### config.mk
export PLATFORM = sky130hd
export DESIGN_NAME = srnm_cell
export DESIGN_NICKNAME = d
export VERILOG_FILES = /design/src/sv/srnm_pkg.sv /design/src/sv/srnm_cell.sv
export SDC_FILE = /design/constraint.sdc
export NUM_CORES = 1
export LEC_CHECK = 0
export BUFFER_PORTS_ARGS = -buffer_cell sky130_fd_sc_hd__buf_2
export CAP_MARGIN = 5
export CORE_AREA = 2 2 158 160
export DETAILED_ROUTE_END_ITERATION = 10
export DIE_AREA = 0 0 160 162
export GPL_TIMING_DRIVEN = 0
export REMOVE_ABC_BUFFERS = 1
export SYNTH_ARGS = -nofsm -noshare
export SYNTH_HDL_FRONTEND = slang
export SYNTH_SLANG_ARGS = --single-unit
### constraint.sdc
create_clock -name aclk -period 2.1 [get_ports aclk]
set_input_delay 0.21 -clock aclk [delete_from_list [all_inputs] [get_ports aclk]]
set_output_delay 0.21 -clock aclk [all_outputs]
set_load 0.02 [all_outputs]
### src/sv/srnm_pkg.sv
package srnm_pkg;

    localparam int ENTRIES_DEF  = 64;
    localparam int KEY_BITS_DEF = 20;

    localparam int MODE_W   = 2;
    localparam int BUCKET_W = 20;
    localparam int BW_W     = 16;
    localparam int POWER_W  = 10;
    localparam int TYPE_W   = 8;
    localparam int TIME_W   = 32;
    localparam int RIDX_W   = 6;
    localparam int HITS_W   = 16;
    localparam int EXP_W    = 7;
    localparam int WIN_W    = 4;
    localparam int EXPIRY_W = 16;
    localparam int CFG_IDX_W  = 4;
    localparam int CFG_DATA_W = 16;

    localparam logic [WIN_W-1:0]    WINDOW_RESET = 4'd5;
    localparam logic [EXPIRY_W-1:0] EXPIRY_RESET = 16'd300;
    localparam logic [HITS_W-1:0]   HITS_MAX     = 16'hFFFF;
    localparam logic [EXP_W-1:0]    EXPIRED_MAX  = 7'd127;

    localparam logic [MODE_W-1:0] MODE_REPORT = 2'd0;
    localparam logic [MODE_W-1:0] MODE_TICK   = 2'd1;
    localparam logic [MODE_W-1:0] MODE_READ   = 2'd2;
    localparam logic [MODE_W-1:0] MODE_NONE   = 2'd3;

    localparam logic [CFG_IDX_W-1:0] REG_MATCH_WINDOW = 4'd0;
    localparam logic [CFG_IDX_W-1:0] REG_EXPIRY       = 4'd1;

    typedef enum logic [2:0] {
        ST_MERGED    = 3'd0,
        ST_INSERTED  = 3'd1,
        ST_DROPPED   = 3'd2,
        ST_TICK_DONE = 3'd3,
        ST_READ_DONE = 3'd4
    } status_t;

    typedef enum logic [1:0] {
        S_IDLE,
        S_SCAN,
        S_WRITE,
        S_FINISH
    } state_t;

    typedef struct packed {
        logic [BW_W-1:0]    bandwidth;
        logic [POWER_W-1:0] power;
        logic [TYPE_W-1:0]  type_code;
        logic [TIME_W-1:0]  first_seen;
        logic [TIME_W-1:0]  latest_seen;
        logic [HITS_W-1:0]  hits;
    } slot_data_t;

    typedef struct packed {
        logic merge;
        logic insert;
        logic rd_valid;
    } scan_flags_t;

endpackage

### src/sv/srnm_cell.sv
module srnm_cell
    import srnm_pkg::*;
#(
    parameter int KEY_BITS = KEY_BITS_DEF
) (
    input  logic                aclk,
    input  logic                aresetn,
    input  logic                shift_en,
    input  logic                in_valid,
    input  logic [KEY_BITS-1:0] in_key,
    input  slot_data_t          in_data,
    input  logic                wr_en,
    input  logic                wr_insert,
    input  logic [KEY_BITS-1:0] wr_key,
    input  slot_data_t          wr_data,
    output logic                out_valid,
    output logic [KEY_BITS-1:0] out_key,
    output slot_data_t          out_data
);

    logic                valid_reg;
    logic [KEY_BITS-1:0] key_reg;
    slot_data_t          data_reg;

    always_ff @(posedge aclk) begin
        if (!aresetn) begin
            valid_reg <= 1'b0;
        end else if (shift_en) begin
            valid_reg <= in_valid;
        end else if (wr_en && wr_insert) begin
            valid_reg <= 1'b1;
        end
    end

    always_ff @(posedge aclk) begin
        if (shift_en) begin
            key_reg  <= in_key;
            data_reg <= in_data;
        end else if (wr_en) begin
            data_reg.bandwidth   <= wr_data.bandwidth;
            data_reg.power       <= wr_data.power;
            data_reg.type_code   <= wr_data.type_code;
            data_reg.latest_seen <= wr_data.latest_seen;
            data_reg.hits        <= wr_data.hits;
            if (wr_insert) begin
                key_reg             <= wr_key;
                data_reg.first_seen <= wr_data.first_seen;
            end
        end
    end

    assign out_valid = valid_reg;
    assign out_key   = key_reg;
    assign out_data  = data_reg;

endmodule

==> flow_summary.yaml <==
worst_setup_path:
  crit_fanout: 69
  slowest_delay_ps: 560
  critPathKind: "input port to flip-flop"
  cp.depth: 3
  startpoint_type: "input port"
  cp.buffers_inverters: 2
  reg2regPathDepth: 2
  critPathRequiredTime_ps: 2180
  cp-end-kind: "flip-flop"
  path_cells: "buf_6 -> or2_4 -> buf_16"
  slowest_stage: "or2_4"
  worstPathArrival_ps: 1660
  crit_family: "buffers and inverters"
floorplan:
  ioPinCount: 409
  initial_core_util_pct: 23.86
  dieHeight_um: 162
  core-area_sq_mm: 0.02411
  die_area_sq_mm: 0.02592
  rows: 57
  dieWidth_um: 160
sta:
  final-setup-viol-count: 0
  skew_ps: 0
  timing.fmax_mhz: 632.5
  slew_headroom_pct: 56.09
  fin_crit_ps: 1581
  finalMaxSlewViolations: 0
  tightest_slew_ps: 658.6
  finalHoldViolCount: 0
  finalCritPeriodShare_pct: 75.29
  setup_tns_ps: 0
  setup_ws_ps: 519.0
  grt_setup_unrepaired: "no"
synth:
  yosys.area_share.xor_xnor_pct: 0
  synth_area_sq_mm: 0.005751
  ys_ff_latch: 135
  synth_compound_area_share_pct: 0.2829
  synth_cells: 289
  yosys.area.top_type: "edfxtp_1"
  ys_types: 10
  yosys.area_share.simple_pct: 0.3264
  synth_warnings: 0
  synth.area.top_cells: "edfxtp_1 (70%), mux2_2 (26%), buf_6 (2.7%)"
  syn_area_per_cell_sq_um: 19.90
  synth_top_area_share_pct: 69.97
  synth_adder_area_share_pct: 0
  synth_top_family_by_area: "multiplexers"
  synth_mux_area_share_pct: 26.24
  ys_seq_area_share_pct: 70.32
drt:
  drc_errors: 0
  via_count: 4172
  viasPerCell: 4.004
  routedWlPerCell_um: 16.83
  drt_iter0_markers: 170
  dr.pass1.iters: 6
  totalWireLength_mm: 17.53
  antenna_left: 0
cells_and_area:
  final_util_pct: 36.26
  drive_above_1_share_pct: 80.20
  nets: 979
  final_cell_area_sq_mm: 0.008741
  areaGrowthSynthToFinish_pct: 52.00
power_and_ir_drop:
  p_leak_nw: 3.848
  p_sw_mw: 1.968
  p_comb_share_pct: 16.9
  finalPower_mw: 7.829
  p_clk_share_pct: 40.0
  switching_share_pct: 25.14
  intPower_mw: 5.861
  irDropWorstVdd_uv: 433.9
  p_seq_share_pct: 43.2
  p_per_area_mw_per_mm2: 895.7
hold_path:
  hp-class: "input port to flip-flop"
  min_delay_path_depth: 2
place:
  preCtsSetupSlack_ps: 62.39
  io_buffers: 408
  dp_hpwl_mm: 13.75
  finalWeightedCongestion: 0.7430
  placed_area_sq_mm: 0.008120
clocking:
  htreeDepth: 4
  clockBufferDepth: 2
  cts_tree: "done"
  cts_sinks: 135
  clkTransAtPathRegs_ps: 60
  clk_latency_ps: 410
  clock-root-buffer: "clkbuf_16"
  cts_buffers: 17
status:
  status: "completed"
global_routing:
  antenna_found_initial: 3
  grt_max_degree: 71
  gr-total-overflow: 0
  grt_pass1_wl_mm: 25.62
  grt_usage_pct: 13.39
  grt_pass1_vias: 4507
job:
  cap_violations: 0
==> kinds of logic after synthesis <==
logic type,count (synthesis)
flip-flops,135
multiplexers,134
buffers and inverters,15
AND/OR/NAND/NOR,3
AO/OA/AOI/OAI,2
==> power groups by stage <==
| stage | clock network [mW] | logic [mW] | registers, mW |
|---|---|---|---|
| floorplan | 0 | 0.256 | 3.85 |
| global placement | 0 | 1.33 | 3.43 |
| detailed placement | 0 | 1.34 | 3.44 |
| CTS | 3.25 | 1.34 | 3.39 |
| global route | 3.36 | 1.41 | 3.41 |
| finish | 3.13 | 1.32 | 3.38 |
==> metal layers <==
metal / GRT usage (%) / routed length (um)
met1: 14.68 / 6588
met2: 23.53 / 9021
met3: 5.746 / 1776
met4: 4.177 / 145
met5: 0 / 0
==> state kept, by name (all words and copies together) (netlist names) <==
name and flops:
out_data 114, out_key 20, out_valid 1
==> Yosys cell counts <==
cell type and count:
nand2b_1 1, edfxtp_1 134, a21o_1 1, or2_2 1, buf_6 14, dfxtp_1 1, and3_1 1, a211o_1 1
buf_2 1, mux2_2 134
==> cells in the final DEF (no fill, tap or decap), drive strengths merged, types with 2 or more instances in the layout <==
master,n
mux2,134
clkbuf,18
bufinv,4
buf,411
clkinv,5
edfxtp,134
clkinvlp,2
inv,2
==> final cells by class <==
class                           count  area [sq um]
Antenna cell                        1         2.502
Clock buffer                       18         429.2
Clock inverter                     13         178.9
Fill cell                        2433         15360
Multi-Input combinational cell    139          1548
Sequential cell                   135          4044
Tap cell                          324         405.4
Timing Repair Buffer              412          2133
==> metrics by stage <==
step | cells | hold slack, ps
floorplan | 274 | 355.9
global placement | 1006 | 442.9
detailed placement | 1009 | 449.0
CTS | 1041 | 66.06
global route | 1042 | 68.95
finish | 1042 | 97.02
==> final timing paths <==
path	startpoint	endpoint	slack (ps)
worst max-delay path	shift_en	out_data[16]	520
worst min-delay path	wr_data[52]	out_data[52]	100
worst max register to register	out_valid	out_valid	1280
worst min register to register	out_valid	out_valid	580
==> repair_timing <==
action                                 4_1_cts  5_1_grt
buffers inserted                             0        0
hold buffers                                 1        0
gates resized for setup                      0        0
endpoints found under the hold margin        1        0
Power figures use the tool's default switching activity.
