### config.mk
export PLATFORM = sky130hd
export DESIGN_NAME = srnm_head
export DESIGN_NICKNAME = d
export VERILOG_FILES = /design/src/sv/srnm_pkg.sv /design/src/sv/srnm_head.sv
export SDC_FILE = /design/constraint.sdc
export NUM_CORES = 1
export LEC_CHECK = 0
export ABC_AREA = 0
export BUFFER_PORTS_ARGS = -buffer_cell sky130_fd_sc_hd__buf_2
export CAP_MARGIN = 40
export CELL_PAD_IN_SITES_DETAIL_PLACEMENT = 1
export CELL_PAD_IN_SITES_GLOBAL_PLACEMENT = 2
export CORE_MARGIN = 2
export CORE_UTILIZATION = 31
export CTS_CLUSTER_SIZE = 8
export DETAILED_ROUTE_END_ITERATION = 8
export PLACE_DENSITY_LB_ADDON = 0.1
export SETUP_SLACK_MARGIN = 0.2
export SYNTH_ARGS = -nofsm -noshare
export SYNTH_HDL_FRONTEND = slang
export SYNTH_SLANG_ARGS = --single-unit
### constraint.sdc
create_clock -name aclk -period 22.5 [get_ports aclk]
set_clock_uncertainty 0.15 [all_clocks]
set_input_delay 1.125 -clock aclk [delete_from_list [all_inputs] [get_ports aclk]]
set_output_delay 1.125 -clock aclk [all_outputs]
set_load 0.03 [all_outputs]
### src/sv/srnm_pkg.sv
package srnm_pkg;

    localparam int ENTRIES_DEF  = 64;
    localparam int KEY_BITS_DEF = 20;

    localparam int MODE_W   = 2;
    localparam int BUCKET_W = 20;
    localparam int BW_W     = 16;
    localparam int POWER_W  = 10;
    localparam int TYPE_W   = 8;
    localparam int TIME_W   = 32;
    localparam int RIDX_W   = 6;
    localparam int HITS_W   = 16;
    localparam int EXP_W    = 7;
    localparam int WIN_W    = 4;
    localparam int EXPIRY_W = 16;
    localparam int CFG_IDX_W  = 4;
    localparam int CFG_DATA_W = 16;

    localparam logic [WIN_W-1:0]    WINDOW_RESET = 4'd5;
    localparam logic [EXPIRY_W-1:0] EXPIRY_RESET = 16'd300;
    localparam logic [HITS_W-1:0]   HITS_MAX     = 16'hFFFF;
    localparam logic [EXP_W-1:0]    EXPIRED_MAX  = 7'd127;

    localparam logic [MODE_W-1:0] MODE_REPORT = 2'd0;
    localparam logic [MODE_W-1:0] MODE_TICK   = 2'd1;
    localparam logic [MODE_W-1:0] MODE_READ   = 2'd2;
    localparam logic [MODE_W-1:0] MODE_NONE   = 2'd3;

    localparam logic [CFG_IDX_W-1:0] REG_MATCH_WINDOW = 4'd0;
    localparam logic [CFG_IDX_W-1:0] REG_EXPIRY       = 4'd1;

    typedef enum logic [2:0] {
        ST_MERGED    = 3'd0,
        ST_INSERTED  = 3'd1,
        ST_DROPPED   = 3'd2,
        ST_TICK_DONE = 3'd3,
        ST_READ_DONE = 3'd4
    } status_t;

    typedef enum logic [1:0] {
        S_IDLE,
        S_SCAN,
        S_WRITE,
        S_FINISH
    } state_t;

    typedef struct packed {
        logic [BW_W-1:0]    bandwidth;
        logic [POWER_W-1:0] power;
        logic [TYPE_W-1:0]  type_code;
        logic [TIME_W-1:0]  first_seen;
        logic [TIME_W-1:0]  latest_seen;
        logic [HITS_W-1:0]  hits;
    } slot_data_t;

    typedef struct packed {
        logic merge;
        logic insert;
        logic rd_valid;
    } scan_flags_t;

endpackage

### src/sv/srnm_head.sv
module srnm_head
    import srnm_pkg::*;
#(
    parameter int ENTRIES  = ENTRIES_DEF,
    parameter int KEY_BITS = KEY_BITS_DEF,
    localparam int IDX_W   = $clog2(ENTRIES),
    localparam int CNT_W   = $clog2(ENTRIES + 1)
) (
    input  logic                aclk,
    input  logic                aresetn,
    input  logic                start,
    input  logic                step_en,
    input  logic [IDX_W-1:0]    step,
    input  logic [MODE_W-1:0]   mode,
    input  logic [KEY_BITS-1:0] key,
    input  logic [TIME_W-1:0]   now,
    input  logic [RIDX_W-1:0]   rd_index,
    input  logic [WIN_W-1:0]    window,
    input  logic [EXPIRY_W-1:0] expiry,
    input  logic                cur_valid,
    input  logic [KEY_BITS-1:0] cur_key,
    input  slot_data_t          cur_data,
    output logic                wb_valid,
    output logic [KEY_BITS-1:0] wb_key,
    output slot_data_t          wb_data,
    output scan_flags_t         flags,
    output logic [IDX_W-1:0]    best_idx,
    output logic [HITS_W-1:0]   best_hits,
    output logic [IDX_W-1:0]    free_idx,
    output logic [CNT_W-1:0]    removed,
    output logic [KEY_BITS-1:0] rd_key,
    output slot_data_t          rd_data
);

    localparam int CMP_W = (IDX_W > RIDX_W) ? IDX_W : RIDX_W;

    logic                best_found_reg, best_found_next;
    logic [WIN_W-1:0]    best_dist_reg, best_dist_next;
    logic [KEY_BITS-1:0] best_key_reg, best_key_next;
    logic [IDX_W-1:0]    best_idx_reg, best_idx_next;
    logic [HITS_W-1:0]   best_hits_reg, best_hits_next;
    logic                free_found_reg, free_found_next;
    logic [IDX_W-1:0]    free_idx_reg, free_idx_next;
    logic [CNT_W-1:0]    removed_reg, removed_next;
    logic                rd_valid_reg, rd_valid_next;
    logic [KEY_BITS-1:0] rd_key_reg, rd_key_next;
    slot_data_t          rd_data_reg, rd_data_next;

    logic [KEY_BITS-1:0] diff;
    logic [WIN_W-1:0]    gap;
    logic                in_window;
    logic                better;
    logic [TIME_W-1:0]   age;
    logic                expire;
    logic                rd_hit;

    always_comb begin
        diff      = (cur_key >= key) ? (cur_key - key) : (key - cur_key);
        in_window = (diff <= KEY_BITS'(window));
        gap       = diff[WIN_W-1:0];
        better    = !best_found_reg || (gap < best_dist_reg) ||
                    ((gap == best_dist_reg) && (cur_key < best_key_reg));
        age       = (now >= cur_data.latest_seen) ? (now - cur_data.latest_seen) : '0;
        expire    = cur_valid && (mode == MODE_TICK) && (age > TIME_W'(expiry));
        rd_hit    = (CMP_W'(step) == CMP_W'(rd_index));
    end

    always_comb begin
        best_found_next = best_found_reg;
        best_dist_next  = best_dist_reg;
        best_key_next   = best_key_reg;
        best_idx_next   = best_idx_reg;
        best_hits_next  = best_hits_reg;
        free_found_next = free_found_reg;
        free_idx_next   = free_idx_reg;
        removed_next    = removed_reg;
        rd_valid_next   = rd_valid_reg;
        rd_key_next     = rd_key_reg;
        rd_data_next    = rd_data_reg;
        if (start) begin
            best_found_next = 1'b0;
            free_found_next = 1'b0;
            removed_next    = '0;
            rd_valid_next   = 1'b0;
        end else if (step_en) begin
            case (mode)
                MODE_REPORT: begin
                    if (cur_valid) begin
                        if (in_window && better) begin
                            best_found_next = 1'b1;
                            best_dist_next  = gap;
                            best_key_next   = cur_key;
                            best_idx_next   = step;
                            best_hits_next  = cur_data.hits;
                        end
                    end else if (!free_found_reg) begin
                        free_found_next = 1'b1;
                        free_idx_next   = step;
                    end
                end
                MODE_TICK: begin
                    if (expire) begin
                        removed_next = removed_reg + CNT_W'(1);
                    end
                end
                MODE_READ: begin
                    if (rd_hit) begin
                        rd_valid_next = cur_valid;
                        rd_key_next   = cur_key;
                        rd_data_next  = cur_data;
                    end
                end
                default: begin
                end
            endcase
        end
    end

    always_ff @(posedge aclk) begin
        if (!aresetn) begin
            best_found_reg <= 1'b0;
            free_found_reg <= 1'b0;
            rd_valid_reg   <= 1'b0;
            removed_reg    <= '0;
        end else begin
            best_found_reg <= best_found_next;
            free_found_reg <= free_found_next;
            rd_valid_reg   <= rd_valid_next;
            removed_reg    <= removed_next;
        end
    end

    always_ff @(posedge aclk) begin
        best_dist_reg <= best_dist_next;
        best_key_reg  <= best_key_next;
        best_idx_reg  <= best_idx_next;
        best_hits_reg <= best_hits_next;
        free_idx_reg  <= free_idx_next;
        rd_key_reg    <= rd_key_next;
        rd_data_reg   <= rd_data_next;
    end

    assign wb_valid = cur_valid && !expire;
    assign wb_key   = cur_key;
    assign wb_data  = cur_data;

    assign flags.merge    = best_found_reg;
    assign flags.insert   = !best_found_reg && free_found_reg;
    assign flags.rd_valid = rd_valid_reg;
    assign best_idx       = best_idx_reg;
    assign best_hits      = best_hits_reg;
    assign free_idx       = free_idx_reg;
    assign removed        = removed_reg;
    assign rd_key         = rd_key_reg;
    assign rd_data        = rd_data_reg;

endmodule

==> results of run 1 <==
[kinds of logic after synthesis]
family,synth area share
and+or+nand+nor,0.0996
AOI/OAI and AO/OA,0.147
adders and majority gates,0.120
buffers and inverters,0.132
xor gates and xnor gates,0.0294
muxes,0.0100
DFF,0.462
[worst min-delay path, cell delays in order, from the launching register on]
cell,delay [ns]
dfxtp_1,0.32
o21ai_1,0.07
a21oi_1,0.06
[cell usage in the layout (no fill, tap or decap), drive strengths merged, types with 5 or more instances in the layout]
| cell | n |
|---|---|
| nor3 | 19 |
| nand2 | 53 |
| nand2b | 10 |
| xor2 | 24 |
| edfxtp | 186 |
| o2111ai | 6 |
| nand4 | 19 |
| nor4 | 9 |
| inv | 147 |
| nor2 | 62 |
| and2 | 9 |
| o21ai | 57 |
| nand3 | 19 |
| a21o | 39 |
| a31oi | 8 |
| clkbuf | 17 |
| a211oi | 10 |
| a21boi | 6 |
| o21a | 11 |
| buf | 535 |
| a21oi | 91 |
| nor2b | 14 |
| dfxtp | 10 |
| xnor2 | 18 |
| mux2i | 8 |
| ha | 115 |
| or3 | 13 |
| and3 | 6 |
| o211ai | 5 |
[power by group through the flow]
| stage | sequential, mW | clock [mW] | combinational (mW) |
|---|---|---|---|
| after global routing | 0.399 | 0.331 | 0.254 |
| after global placement | 0.408 | 0 | 0.229 |
| after floorplan | 0.409 | 0 | 0.161 |
| final | 0.399 | 0.308 | 0.230 |
| after CTS | 0.399 | 0.320 | 0.232 |
| after detailed placement | 0.408 | 0 | 0.231 |
[metal layers]
metal	vias to the layer above	routed length (um)
met2	324	22400
met3	43	2410
met1	4842	18700
met4	0	783
met5	-	0
li1	4961	-
[per-stage QoR]
step	cells	total power [mW]	setup WS, ns	cell area (um^2)
floorplan	1198	0.571	14.47	12500
global placement	2095	0.636	15.33	14700
detailed placement	2095	0.638	15.18	14700
CTS	2127	0.952	15.42	15300
global route	2128	0.984	15.02	15300
finish	2128	0.937	15.57	15300
[final cells by class]
type                            instances  area (um^2)  area share
Clock inverter                         15          151     0.00988
Sequential cell                       196         5790       0.378
Clock buffer                           17          425      0.0278
Tap cell                              525          657      0.0429
Inverter                              138          518      0.0338
Antenna cell                            1         2.50    0.000163
Timing Repair Buffer                  535         2690       0.175
Multi-Input combinational cell        701         5090       0.332
[worst paths after layout]
path	start	end	slack [ns]
max	cur_data[29]	wb_valid	15.57
min	removed[6]$_SDFFE_PP0P_	removed[6]$_SDFFE_PP0P_	0.34
max reg2reg	best_key_reg[1]$_DFFE_PP_	best_hits[11]$_DFFE_PP_	18.91
min reg2reg	removed[6]$_SDFFE_PP0P_	removed[6]$_SDFFE_PP0P_	0.34
==> run metrics, run 1 <==
Leak Pwr 7.14 nW; most numerous cell in the Yosys netlist edfxtp_1; post-synthesis sequential area ratio 0.462; CP cell instances buf_2, inv_1, ha_1, a21oi_1, o21ai_0, a221oi_1, o21ai_0, o21a_1, nor3_2, buf_4, nor2_1, ha_1, a21o_1, a21o_1, a21oi_1, nor2_1, a211oi_1, o221ai_1, o21ai_0, o21ai_1, a31oi_1, buf_2; Setup Buffers After CTS 0; CTS root buf clkbuf_16; cts hold-fix bufs 0; antenna violations before repair 2; Tmin final 6.93 ns; sequential power share 0.426; Final setup viols 0; worst min path class register to register; post-synthesis average cell area ~10 um^2; H-tree depth 4; syn_nets 1,541; GRT Total Usage 0.204; initial core utilization 0.314; max reg flops between 100 and 150; switching share of power 0.326; Clock power frac 0.329; Max Cap Viol 0; part of the cycle the worst path needs 0.308; Congestion Overflow GR 0; WP buf/inv 4; DR pass1 iterations 4; warnings from Yosys 0; RSZ-0062 raised after global routing false; DR iter-0 viols 507; cell family with most CP delay compound AO/OA/AOI/OAI gates; synthesized area 0.0125 mm^2; CTS buffer count 17; Fin Setup TNS 0 ns; DR DRC count 0; Yosys top cell by area edfxtp_1; Synth cell types 70; DR WL/cell approximately 21 um; Fillers 4,684; post-cts sizing count 0; global-route wire length before repair between 60,000 and 70,000 um; M3 GR Usage 0.0461; maximum vdd drop 0.0523 mV; ys flop type edfxtp_1; Worst Hold Path Cells 2; Hold Slack between 0.3 and 0.4 ns; Post-synth EDFFs roughly 190; DIE HEIGHT 205 um; Max-slew headroom 0.465; Setup crit end kind output pin; Setup CP Type input pin to output pin; critical path depth 22; final wirelength 44,300 um; Mapped Cells between 1,000 and 1,500; largest cells by area after synthesis edfxtp_1 45%, ha_1 11%, buf_4 8.2%, inv_1 4.1%, a21oi_1 3.5%; area of the core 0.0398 mm^2; vias in the first global route 10,300; Worst-Margin Slew 0.803 ns; DIE AREA 0.0420 mm^2; Hold Vio Cnt, Final 0; share of cells above drive strength 1 0.365; Clock Pin Slew Worst Setup and Hold Paths 0.07 ns; via count between 10,000 and 15,000; path depth of the worst reg2reg path 13; Peak Freq 144 MHz; Rows 73; Async SR Flop Fraction 0; status complete, no violations; P_int 0.631 mW; Clock Latency Late Sink 0.46 ns; gr busiest metal met2; crit-path most repeated cell o21ai_0; routing usage on met2 0.362; commonest cells in the netlist 186 x edfxtp_1, 138 x inv_1, 136 x buf_4; Slew Viols, Final 0; Critical Path AT around 5.7 ns; Logic pwr share 0.245; Final ANT Viol Nets 0; maximum clock insertion buffer count 2; Die Wd 205 um; DR vias/cell 4.78; CP peak stage delay 0.38 ns; maximum fanout along the worst path 16; post-synth top area share 0.446; switching pwr approximately 0.31 mW; Port Buffers 531; detailed placement HPWL approximately 37,000 um; GPL Wtd Cong 0.850; # IOs 532; # nets final 1,932; CP startpoint kind input pin; register bit total from synthesis about 200; CTS tree done; Final Util 0.385; Cell Pwr Density approximately 61 mW/mm^2; largest net degree at the start of global routing 61; area delta synth->final 22.4%; clock sinks 196; CP required 21.23 ns; critical path's slowest cell a221oi_1; met1 Use GR 0.248
No activity file was read; power rests on OpenSTA's default activity.
==> inputs of run 2 (changes only) <==
Settings changed: ABC_AREA 0 to 1, CORE_UTILIZATION 31 to 28.
Clock period 22.5 ns to 6.7 ns, I/O delays scaled along.
==> run metrics, run 2 <==
most numerous cell in the Yosys netlist nand2_1; Setup crit end kind output pin; most common cell after layout, fill and taps aside buf_2; vias in the first global route 13,500 (+31%); area delta synth->final 32.5%; commonest cells in the netlist 413 x nand2_1, 312 x inv_1, 186 x edfxtp_1; post-synth top area share 0.401 (-0.0454); H-tree depth 4 (unchanged); CTS tree done; Post-Synth Simple-Gate Area 0.215 (+0.116); DR WL/cell 18.8 um (-9.7%); Fin Setup TNS 0 ns (unchanged); Post-synth EDFFs 186 (unchanged); Clock Latency Late Sink 0.49 ns (+0.03 ns); Worst-Margin Slew 0.872 ns (+0.0686 ns); Final ANT Viol Nets 0 (unchanged); post-cts sizing count 0 (unchanged); switching pwr 1.25 mW (+310%); post-synthesis average cell area 8.24 um^2 (-21%); max reg flops 114 (unchanged); mux cell area share after synthesis 0 (-0.0100); ys flop type edfxtp_1; setup slack, reg-to-reg 3.13 ns (-15.78 ns); Tmin final about 5.5 ns; DIE HEIGHT 227 um (+11%); Setup Buffers After CTS 0 (unchanged); Hold Vio Cnt, Final 0 (unchanged); DR iter-0 viols 466 (-8.1%); syn_nets 2,034 (+32%); post-synthesis sequential area ratio 0.415 (-0.0470); antenna violations before repair 6 (+4); most frequent cells in the layout 532 x buf_2, 413 x nand2_1, 312 x inv_1; path depth of the worst reg2reg path 14 (+1); DR vias/cell 4.40 (-7.9%); Port Buffers 531 (unchanged); worst min path class input pin to register; Hold Slack 0.0366 ns (-0.305 ns); Setup CP Type input pin to output pin; largest cells by area after synthesis edfxtp_1 40%, nand2_1 11%, ha_1 10%, inv_1 8.4%, buf_4 7.4%; # IOs 532 (unchanged); Synth cell types 50 (-29%); Rows 81 (+11%); Slew Viols, Final 0 (unchanged); Post-Synth Adder-Cell Area 0.108 (-0.0122); R2R Path End best_hits[15]$_DFFE_PP_; Logic pwr share 0.283 (+0.038); CP startpoint kind input pin; global-route wire length before repair 79,200 um (+25%); Critical R2R Launch best_key_reg[1]$_DFFE_PP_; maximum vdd drop 0.138 mV (+160%); GPL Wtd Cong 0.824 (-3.0%); Crit. Startpoint cur_data[16]; Mapped Cells 1,691 (+41%); share of cells above drive strength 1 0.281 (-0.0844); detailed placement HPWL 44,800 um (+22%); RSZ-0062 raised after global routing false; Leak Pwr 9.35 nW (+31%); Worst Hold Path Cells 1 (-1); P_int 2.22 mW (+250%); Max-slew headroom 0.413 (-0.0519); Die Wd 227 um (+11%); Clock Pin Slew Worst Setup and Hold Paths 0.08 ns (about the same); Async SR Flop Fraction 0 (unchanged); synthesized area 0.0139 mm^2 (+11%); DR DRC count 0 (unchanged); DR pass1 iterations 6 (+2); status complete, no violations; largest family of logic cells by synthesized area simple AND/OR/NAND/NOR gates; Hold EP best_key_reg[1]$_DFFE_PP_; Synth Area in XOR/XNOR 0.0251 (-0.00425); CTS buffer count 17 (unchanged); final wirelength 54,800 um (+24%); via count 12,800 (+26%); maximum fanout along the worst path 19 (+3); CP required 6.21 ns (-15.02 ns); register bit total from synthesis 196 (unchanged); switching share of power 0.359 (+0.0334); compound-gate portion of the synthesized area 0.0717 (-0.0751); largest net degree at the start of global routing 135 (+120%); GRT Total Usage 0.207 (+0.00328); clock sinks 196 (unchanged); Peak Freq about 180 MHz; Max Cap Viol 0 (unchanged); Clock power frac 0.330 (about the same); CTS root buf clkbuf_16; Cell Pwr Density 188 mW/mm^2 (+210%); initial core utilization 0.284 (-0.0303); part of the cycle the worst path needs 0.820; Congestion Overflow GR 0 (unchanged); DIE AREA 0.0516 mm^2 (+23%); Hold Crit Start cur_key[1]; sequential power share 0.387 (-0.039); Final setup viols 0 (unchanged); total power 3.47 mW (+270%); Critical Path AT 5.01 ns (-0.65 ns); Yosys top cell by area edfxtp_1; area of the core 0.0491 mm^2 (+23%); # nets final 2,581 (+34%); maximum clock insertion buffer count 2 (unchanged); warnings from Yosys 0 (unchanged)
## run 2: cell count changes after synthesis, sizes merged, moves of 31 or more
| cell | change |
|---|---|
| nor2 | +69 |
| inv | +189 |
| nand2 | +376 |
| nand3 | +59 |
| a21o | -31 |
## run 2: metal layers
| layer | up-vias | track usage | wire length [um] |
|---|---|---|---|
| met2 | 311 | 0.389 | 29200 |
| met3 | 78 | 0.0318 | 2250 |
| li1 | 6377 | - | - |
| met4 | 8 | 0.0778 | 1490 |
| met1 | 6066 | 0.235 | 21900 |
| met5 | - | 0 | 52 |
## run 2: power groups by stage
stage	logic (mW)	clock network, mW	registers [mW]
after floorplan	0.635	0	1.38
after global placement	0.916	0	1.37
after detailed placement	0.927	0	1.37
after CTS	0.997	1.19	1.34
after global routing	1.10	1.22	1.34
final	0.982	1.14	1.34
## run 2: what timing repair did
| action | 4_1_cts | 5_1_grt |
|---|---|---|
| endpoints found under the setup margin | 0 | 0 |
| endpoints found under the hold margin | 180 | 0 |
| hold buffers | 139 | 0 |
## run 2: critical path, stage by stage
cell and delay (ns):
dlygate4sd3_1 0.52, buf_2 0.12, ha_1 0.13, inv_1 0.07, fa_1 0.40, nand2_1 0.08, inv_1 0.05, nand2_1 0.06
nand2_2 0.10, nand2_2 0.08, nand2_2 0.09, nand2_4 0.09, nand3_4 0.08, a21oi_4 0.45, nor2_1 0.10, ha_1 0.31
a21o_1 0.18, a221oi_1 0.30, nand2_1 0.10, o21ai_0 0.62, nand3_4 0.25, a21oi_1 0.19, buf_2 0.27
## run 2: cell type report
type                       count  area [um^2]
sequential                   196         5790
antenna                        2         5.00
clock buffer                  17          425
clock inverter                15          226
multi-input combinational   1022         5860
tap                          664          831
timing repair buffer         674         4100
fill                        6073        30600
inverter                     327         1230
## run 2: how the worst max path moves through the flow
stage               cells past startpoint                          to  slack [ns]
finish                                 23                    wb_valid        1.21
global route                           24                    wb_valid        0.85
CTS                                    23                    wb_valid        1.09
detailed placement                     27      best_hits[0]$_DFFE_PP_        1.56
global placement                       27   best_key_reg[9]$_DFFE_PP_        1.65
floorplan                              26  best_dist_reg[0]$_DFFE_PP_        0.94
## run 2: cells by family (layout without fill, tap and decap cells)
kind of cell | after synthesis | after routing
flip-flops | 196 | 196
XOR/XNOR | 40 | 40
AO/OA/AOI/OAI | 174 | 174
adder cells (fa/ha/maj) | 118 | 118
buffers and inverters | 473 | 1033
other | 0 | 2
AND/OR/NAND/NOR | 690 | 690
## run 2: through the flow
stage               instances  worst slack (ns)   util  area, um^2
floorplan                1691             0.944      -       13900
global placement         2743              1.65  0.335       16400
detailed placement       2744              1.56  0.335       16400
CTS                      2915              1.09  0.376       18500
global route             2917             0.851  0.376       18500
finish                   2917              1.21  0.376       18500
==> inputs of run 3 (changes only) <==
Settings changed: CORE_UTILIZATION 28 to 25.
Clock period 6.7 ns to 5 ns, I/O delays scaled along.
==> run metrics, run 3 (synthesis results as in run 2) <==
antenna violations before repair 4 (-2); Max-slew headroom 0.521 (+0.108); WP buf/inv 9 (+4); vias in the first global route 13,600 (+1.1%); Peak Freq 225 MHz; Rows 86 (+6.2%); CTS root buf clkbuf_16; Cell Pwr Density 246 mW/mm^2 (+31%); largest net degree at the start of global routing 74 (-45%); GPL Wtd Cong 0.815 (-1.2%); Port Buffers 531 (unchanged); Setup crit end kind register; CP required 5.05 ns (-1.16 ns); RSZ-0062 raised after global routing false; Final setup viols 0 (unchanged); CTS buffer count 17 (unchanged); final wirelength 57,600 um (+5.1%); most frequent cells in the layout 532 x buf_2, 410 x nand2_1, 311 x inv_1; Worst-Margin Slew 0.719 ns (-0.153 ns); max reg flops 114 (unchanged); # nets final 2,614 (+1.3%); Fin Setup TNS 0 ns (unchanged); maximum vdd drop 0.252 mV (+83%); most common cell after layout, fill and taps aside buf_2; Logic pwr share 0.293 (+0.010); sequential power share 0.384 (-0.003); worst min path class input pin to register; DR pass1 iterations 4 (-2); Slew Viols, Final 0 (unchanged); Hold Vio Cnt, Final 0 (unchanged); switching share of power 0.361 (+0.00107); Critical Path AT 4.49 ns (-0.52 ns); Tmin final 4.44 ns; DIE HEIGHT 240 um (+5.7%); DR DRC count 0 (unchanged); Congestion Overflow GR 0 (unchanged); Max Cap Viol 0 (unchanged); share of cells above drive strength 1 0.298 (+0.0174); switching pwr 1.69 mW (+36%); CTS tree done; DR vias/cell 4.29 (-2.6%); DR iter-0 viols 387 (-17%); Final ANT Viol Nets 0 (unchanged); maximum fanout along the worst path 9 (-10); Clock power frac 0.323 (-0.007); critical path's slowest cell dlygate4sd3_1; DIE AREA 0.0576 mm^2 (+12%); area of the core 0.0551 mm^2 (+12%); Die Wd 240 um (+5.7%); part of the cycle the worst path needs 0.888; Clock Pin Slew Worst Setup and Hold Paths 0.08 ns (about the same); initial core utilization 0.253 (-0.0311); GRT Total Usage 0.193 (-0.0140); Fillers 6,717 (+11%); Clock Latency Late Sink 0.49 ns (about the same); # IOs 532 (unchanged); CP peak stage delay 0.53 ns (-0.09 ns); clock sinks 196 (unchanged); area delta synth->final 36.6%; maximum clock insertion buffer count 2 (unchanged); detailed placement HPWL 47,300 um (+5.7%); global-route wire length before repair 82,600 um (+4.2%); via count 13,000 (+1.4%); Setup CP Type input pin to register; post-route cell area 0.0190 mm^2 (+3.0%); H-tree depth 4 (unchanged); cell family with most CP delay buffers and inverters; DR WL/cell 19.0 um (+0.95%); status complete, no violations; Leak Pwr 9.52 nW (+1.8%); CP startpoint kind input pin; placed cell areas 0.0166 mm^2 (+1.4%); crit-path most repeated cell inv_1; P_int 3.00 mW (+35%)
==> run 3: changes by cell type in the layout (fill, tap and decap cells not counted), moves of 4 or more <==
cell           change
buf_4             +20
nor2_1             -4
ha_1               -9
ha_2               +6
dlygate4sd3_1      +7
==> run 3: area by class of cell <==
class	count	area, um^2	share of cell area
clock inverter	15	218	0.0114
multi-input combinational	1023	5990	0.315
sequential	196	5790	0.304
antenna	4	10.0	0.000526
inverter	327	1230	0.0646
tap	748	936	0.0492
timing repair buffer	706	4430	0.233
clock buffer	17	425	0.0224
==> run 3: through the flow <==
stage | worst slack [ns] | hold WS [ns] | util | std cells | power [mW]
2_1_floorplan | 0.571 | 0.199 | - | 1691 | 2.69
3_3_place_gp | 0.365 | 0.288 | 0.302 | 2843 | 3.10
3_5_place_dp | 0.219 | 0.292 | 0.302 | 2844 | 3.11
4_1_cts | 0.212 | 0.0520 | 0.340 | 3022 | 4.76
5_1_grt | 0.171 | 0.118 | 0.345 | 3034 | 4.97
6_report | 0.558 | 0.0941 | 0.345 | 3036 | 4.69
==> run 3: power by group through the flow <==
stage               clock network (mW)  registers, mW  logic [mW]
finish                            1.52           1.80        1.37
global route                      1.63           1.80        1.54
CTS                               1.59           1.80        1.37
detailed placement                   0           1.84        1.27
global placement                     0           1.84        1.26
floorplan                            0           1.84       0.851
==> run 3: worst paths after layout <==
check                                   start                           to  slack [ns]  cells after the start
hold reg to reg   free_found_reg$_SDFFE_PP0P_  free_found_reg$_SDFFE_PP0P_        0.35                      2
setup / recovery                   cur_key[0]       best_hits[1]$_DFFE_PP_        0.56                     29
hold / removal                        mode[1]  best_found_reg$_SDFFE_PP0P_        0.09                      6
setup reg to reg    best_key_reg[1]$_DFFE_PP_       best_hits[1]$_DFFE_PP_        1.89                     15
==> run 3: tightest hold or removal path, stage by stage <==
cell and delay (ns):
buf_2 0.10, nor2_1 0.08, nand4_1 0.10, nor2_1 0.05, nand3_1 0.06, a21oi_1 0.05
==> run 3: repair_timing <==
action | 4_1_cts | 5_1_grt
gates resized for setup | 0 | 36
hold buffers | 146 | 0
setup buffers | 0 | 6
setup endpoints to repair | 0 | 47
hold endpoints to repair | 199 | 0
==> run 3: routing by layer <==
metal | routed length [um] | GRT usage | up-vias
li1 | - | - | 6467
met1 | 23200 | 0.222 | 6220
met2 | 31300 | 0.370 | 271
met3 | 2120 | 0.0294 | 54
met4 | 946 | 0.0480 | 2
met5 | 9 | 0 | -
